File: config.mk
export PLATFORM = sky130hd
export DESIGN_NAME = hst_group_hash
export DESIGN_NICKNAME = d
export VERILOG_FILES = /design/src/hst_pkg.sv /design/src/hst_group_hash.sv
export SDC_FILE = /design/constraint.sdc
export NUM_CORES = 1
export LEC_CHECK = 0
export BUFFER_PORTS_ARGS = -buffer_cell sky130_fd_sc_hd__buf_2
export CAP_MARGIN = 10
export CORE_MARGIN = 4
export CORE_UTILIZATION = 27
export DETAILED_ROUTE_END_ITERATION = 7
export PLACE_DENSITY = 0.79
export RECOVER_POWER = 25
export SLEW_MARGIN = 20
export SYNTH_ARGS = -nofsm -noshare
export SYNTH_HDL_FRONTEND = slang
export SYNTH_SLANG_ARGS = --single-unit
File: constraint.sdc
create_clock -name clk_i -period 1.1 [get_ports clk_i]
set_clock_uncertainty 0.05 [all_clocks]
set_input_delay 0.22 -clock clk_i [delete_from_list [all_inputs] [get_ports clk_i]]
set_output_delay 0.22 -clock clk_i [all_outputs]
set_load 0.01 [all_outputs]
File: src/hst_pkg.sv
// Shared constants and types for the hashed segment table insert block.
package hst_pkg;

  // Default table geometry.
  localparam int unsigned GroupCountDef     = 32;
  localparam int unsigned EntriesPerGroupDef = 8;

  // Word widths and segment number width (256MB segments give the widest number).
  localparam int unsigned WordW = 64;
  localparam int unsigned SegW  = 36;
  localparam int unsigned VsidW = 50;
  localparam int unsigned PsbW  = 9;

  // Segment shifts for the two segment sizes.
  localparam int unsigned Shift256M = 28;
  localparam int unsigned Shift1T   = 40;

  // Entry word constants.
  localparam int unsigned EsidValidBit = 27;
  localparam logic [WordW-1:0] EsidValid = 64'h0000_0000_0800_0000;
  localparam logic [WordW-1:0] VsidFlags = 64'h0000_0000_0000_0C80;

  // Result status codes.
  typedef enum logic [2:0] {
    StPresent  = 3'd0,
    StInserted = 3'd1,
    StFull     = 3'd2,
    StNoVsid   = 3'd3,
    StCleared  = 3'd4
  } status_e;

endpackage

File: src/hst_group_hash.sv
// Primary and secondary group hash of a segment number.
module hst_group_hash import hst_pkg::*; #(
  parameter int unsigned GROUP_COUNT = GroupCountDef
) (
  input  logic                           clk_i,
  input  logic                           rst_ni,
  input  logic                           start_i,
  input  logic [WordW-1:0]               eff_addr_i,
  input  logic                           seg_1t_i,
  output logic                           done_o,
  output logic [$clog2(GROUP_COUNT)-1:0] primary_o,
  output logic [$clog2(GROUP_COUNT)-1:0] secondary_o
);

  localparam int unsigned GW       = $clog2(GROUP_COUNT);
  localparam int unsigned FoldW    = SegW / 2;
  localparam int unsigned NW       = FoldW + GW;
  localparam int unsigned ProdW    = 2 * NW + 1;
  localparam int unsigned RecShift = NW + GW;
  localparam int unsigned QW       = NW + 1 - GW;
  localparam bit IsPow2 = ((GROUP_COUNT & (GROUP_COUNT - 1)) == 0);
  localparam logic [GW:0]   GroupW = (GW + 1)'(GROUP_COUNT);
  // Remainder of the all-ones word, so that the complement hash is a subtraction.
  localparam logic [GW-1:0] CompW  = GW'(64'hFFFF_FFFF_FFFF_FFFF % GROUP_COUNT);
  // Weight of the upper half of the segment number, modulo the group count.
  localparam logic [GW-1:0] FoldK  = GW'((64'd1 << FoldW) % 64'(GROUP_COUNT));
  // Rounded-up reciprocal; exact for every folded value below 2^NW.
  localparam logic [63:0] RecipFull =
      ((64'd1 << RecShift) + 64'(GROUP_COUNT) - 64'd1) / 64'(GROUP_COUNT);
  localparam logic [NW:0]   Recip  = RecipFull[NW:0];
  localparam logic [NW-1:0] GroupN = NW'(GROUP_COUNT);

  // Steps of the modulo, counted down after the fold at start.
  localparam logic [1:0] StepMul   = 2'd3;
  localparam logic [1:0] StepScale = 2'd2;
  localparam logic [1:0] StepSub   = 2'd1;

  logic [SegW-1:0]  sel;
  logic [NW-1:0]    fold, fold_q;
  logic [ProdW-1:0] prod_q;
  logic [QW-1:0]    quot;
  logic [NW-1:0]    quot_g_q, rem_full;
  logic [GW-1:0]    rem_q;
  logic [GW:0]      comp_diff, comp_wrap;
  logic [1:0]       cnt_q;
  logic             done_q;

  // Segment number for the selected segment size.
  assign sel = seg_1t_i ? {12'b0, eff_addr_i[WordW-1:Shift1T]}
                        : eff_addr_i[WordW-1:Shift256M];

  // Fold the upper half onto the lower half; the value keeps its remainder.
  assign fold = NW'(sel[FoldW-1:0]) + NW'(sel[SegW-1:FoldW]) * NW'(FoldK);

  // Quotient by the reciprocal, then the remainder by subtraction.
  assign quot     = prod_q[ProdW-1:RecShift];
  assign rem_full = fold_q - quot_g_q;

  // Step counter and completion flag.
  always_ff @(posedge clk_i or negedge rst_ni) begin
    if (!rst_ni) begin
      cnt_q  <= '0;
      done_q <= 1'b0;
    end else if (start_i) begin
      cnt_q  <= IsPow2 ? 2'd0 : StepMul;
      done_q <= IsPow2;
    end else if (cnt_q != '0) begin
      cnt_q <= cnt_q - 1'b1;
      if (cnt_q == StepSub) begin
        done_q <= 1'b1;
      end
    end
  end

  // Folded value, product, scaled quotient and remainder.
  always_ff @(posedge clk_i) begin
    if (start_i) begin
      fold_q <= fold;
      rem_q  <= IsPow2 ? sel[GW-1:0] : '0;
    end else begin
      case (cnt_q)
        StepMul: begin
          prod_q <= ProdW'(fold_q) * ProdW'(Recip);
        end
        StepScale: begin
          quot_g_q <= NW'(quot) * GroupN;
        end
        StepSub: begin
          rem_q <= rem_full[GW-1:0];
        end
        default: begin
        end
      endcase
    end
  end

  // The complement hash is (all ones mod G) minus the primary, wrapped once.
  assign comp_diff = {1'b0, CompW} - {1'b0, rem_q};
  assign comp_wrap = comp_diff + GroupW;

  assign done_o      = done_q;
  assign primary_o   = rem_q;
  assign secondary_o = (CompW >= rem_q) ? comp_diff[GW-1:0] : comp_wrap[GW-1:0];

endmodule

==> results.ini <==
[route]
drc=0
vias_per_cell=4.050
vias=405
first_pass_iters=2
routedWlPerCell_um=10.75
ant_nets=0
drt-total-wl_um=1075
drtIter0Drc=2

[worst_setup_path]
crit_required_ps=1080
crit_type=flop to flop
start_kind=flop
rrSetupSlack_ps=-50
cp_data_arrival_time_ps=1130
cp-end-kind=flop
crit_fanout=5

[cells_and_area]
final_cells=100
diodes=0
finish.net_count=144
final_layout_size_suffix_gt1_share_pct=54.79
areaGrowthSynthToFinish_pct=38.72
final_common_cell=buf_2
mostFrequentLayoutCells=20 x buf_2, 10 x mux2_2, 10 x edfxtp_1, 8 x inv_1, 4 x clkbuf_1

[yosys]
synth_seq_cells=13
syn_area_per_cell_um2=14.34
yosysWarnings=0
synth_cell_types=12
synthCells=41
syn_area_um2=588.1
synth_nets=111
seq_area_frac_synth_pct=63.83

[pwr]
p_total_mw=1.378
ir_drop_mv=0.8840
p_leak_nw=0.3627
power_density_nw_per_um2=1690

[placement]
dpl.hpwl_um=838.1
dp_cells=94
dp_slack_ps=-202.3
portBuffers=24
place_congestion=0.6768

[floorplanning]
die_h_um=54.67
chipWidth_um=54.67
start_util_pct=29.08
row_count=16
pin_count=79
die-area_um2=2989
core_um2=2022

[grt]
grt-ovfl-total=0
grt_max_degree=9
grt_pass1_wl_um=1587
grt_pass1_vias=370
antenna_found_initial=0
track_usage_pct=7.464

[clocking]
cts_buffers=3
cts_tree=yes
htreeDepth=1
root_buffer=clkbuf_4
insertion_delay_ps=260
clkTransAtPathRegs_ps=80
clock-sinks=13
clk_path_buf_depth=2

[outcome]
status=finished with violations
violations=negative setup slack

[timing]
rsz0062_at_grt=true
fmax_mhz=869.3
worst_pin_slew_ps=376.7
setup_viol=6
post-route-min-period_ps=1150
maxSlewHeadroom_pct=74.88
maxSlewViolCount=0
hold_viol=0
fin_tns_setup_ps=-264.8
setup_slack_ps=-50.37
post-route-period-util_pct=104.6

[hold_path]
hp-class=input port to flop

[job]
cap_violations=0

worst paths after layout:
| kind | startpoint | to | cells after the start |
|---|---|---|---|
| setup reg to reg | cnt_q[0] | primary_o[2] | 2 |
| max in group asynchronous | rst_ni | done_o | 2 |
| hold reg to reg | done_o | done_o | 2 |
| setup / recovery | cnt_q[0] | primary_o[2] | 2 |
| hold / removal | eff_addr_i[28] | fold_q[0] | 2 |
| min in group asynchronous | rst_ni | cnt_q[0] | 2 |
state kept, by name, summed over array words and instances (netlist names):
name,count
cnt_q,2
fold_q,5
done_o,1
primary_o,5
per-stage QoR:
| stage | hold WS, ps | util, % | cell area, um^2 |
|---|---|---|---|
| 3_3_place_gp | -34.82 | 37.87 | 765.7 |
| 4_1_cts | 216.5 | 40.04 | 809.5 |
| 5_1_grt | 231.4 | 40.35 | 815.8 |
| 2_1_floorplan | -125.6 | - | 594.3 |
| 3_5_place_dp | -30.88 | 37.87 | 765.7 |
| 6_report | 229.5 | 40.35 | 815.8 |
worst max-delay path, stage by stage (launching register included):
cell,delay (ps)
dfrtp_1,410
ha_2,180
or2_4,270
synthesized netlist by cell type (all sizes together):
library cell	count	area, um^2
xor2	1	8.760
inv	8	30.03
ha	2	25.02
nor2b	1	6.260
or2	1	6.260
a211oi	1	7.510
dfrtp	3	75.07
mux2	10	112.6
nor2	2	7.510
edfxtp	10	300.3
clkbuf	1	3.750
o21ai	1	5.000
layer usage:
metal,global-route usage (%),vias to the layer above,part of all wire (%)
li1,-,205,-
met1,9.983,174,46
met2,11.22,24,42
met3,0.8174,2,11
met4,4.979,0,1.3
met5,0,-,0
where the power goes:
group / switching (mW) / total (mW) / internal (mW) / leakage [nW]
combinational: 0.207 / 0.431 / 0.224 / 0.214
clock: 0.147 / 0.287 / 0.140 / 0.0150
sequential: 0.0320 / 0.661 / 0.629 / 0.133
cells by family after synthesis:
| family | after synthesis | share of synthesized area [%] |
|---|---|---|
| AO/OA/AOI/OAI | 2 | 2.127 |
| flip-flops | 13 | 63.83 |
| buffers and inverters | 9 | 5.744 |
| XOR/XNOR | 1 | 1.490 |
| adder cells (fa/ha/maj) | 2 | 4.255 |
| multiplexers | 10 | 19.15 |
| AND/OR/NAND/NOR | 4 | 3.406 |
timing repair:
| item | CTS | global route |
|---|---|---|
| gates resized for setup | 0 | 2 |
| pin swaps | 0 | 2 |
| endpoints found under the setup margin | 9 | 16 |
| hold buffers | 1 | 0 |
| endpoints found under the hold margin | 3 | 0 |
| setup buffers | 1 | 0 |
| gates cloned | 0 | 0 |
layout make-up:
| class | count | area (um^2) |
|---|---|---|
| Tap cell | 27 | 33.78 |
| Multi-Input combinational cell | 19 | 183.9 |
| Timing Repair Buffer | 29 | 166.4 |
| Clock buffer | 4 | 26.28 |
| Fill cell | 194 | 1206 |
| Sequential cell | 13 | 375.4 |
| Inverter | 8 | 30.03 |
No activity file was read; power rests on OpenSTA's default activity.
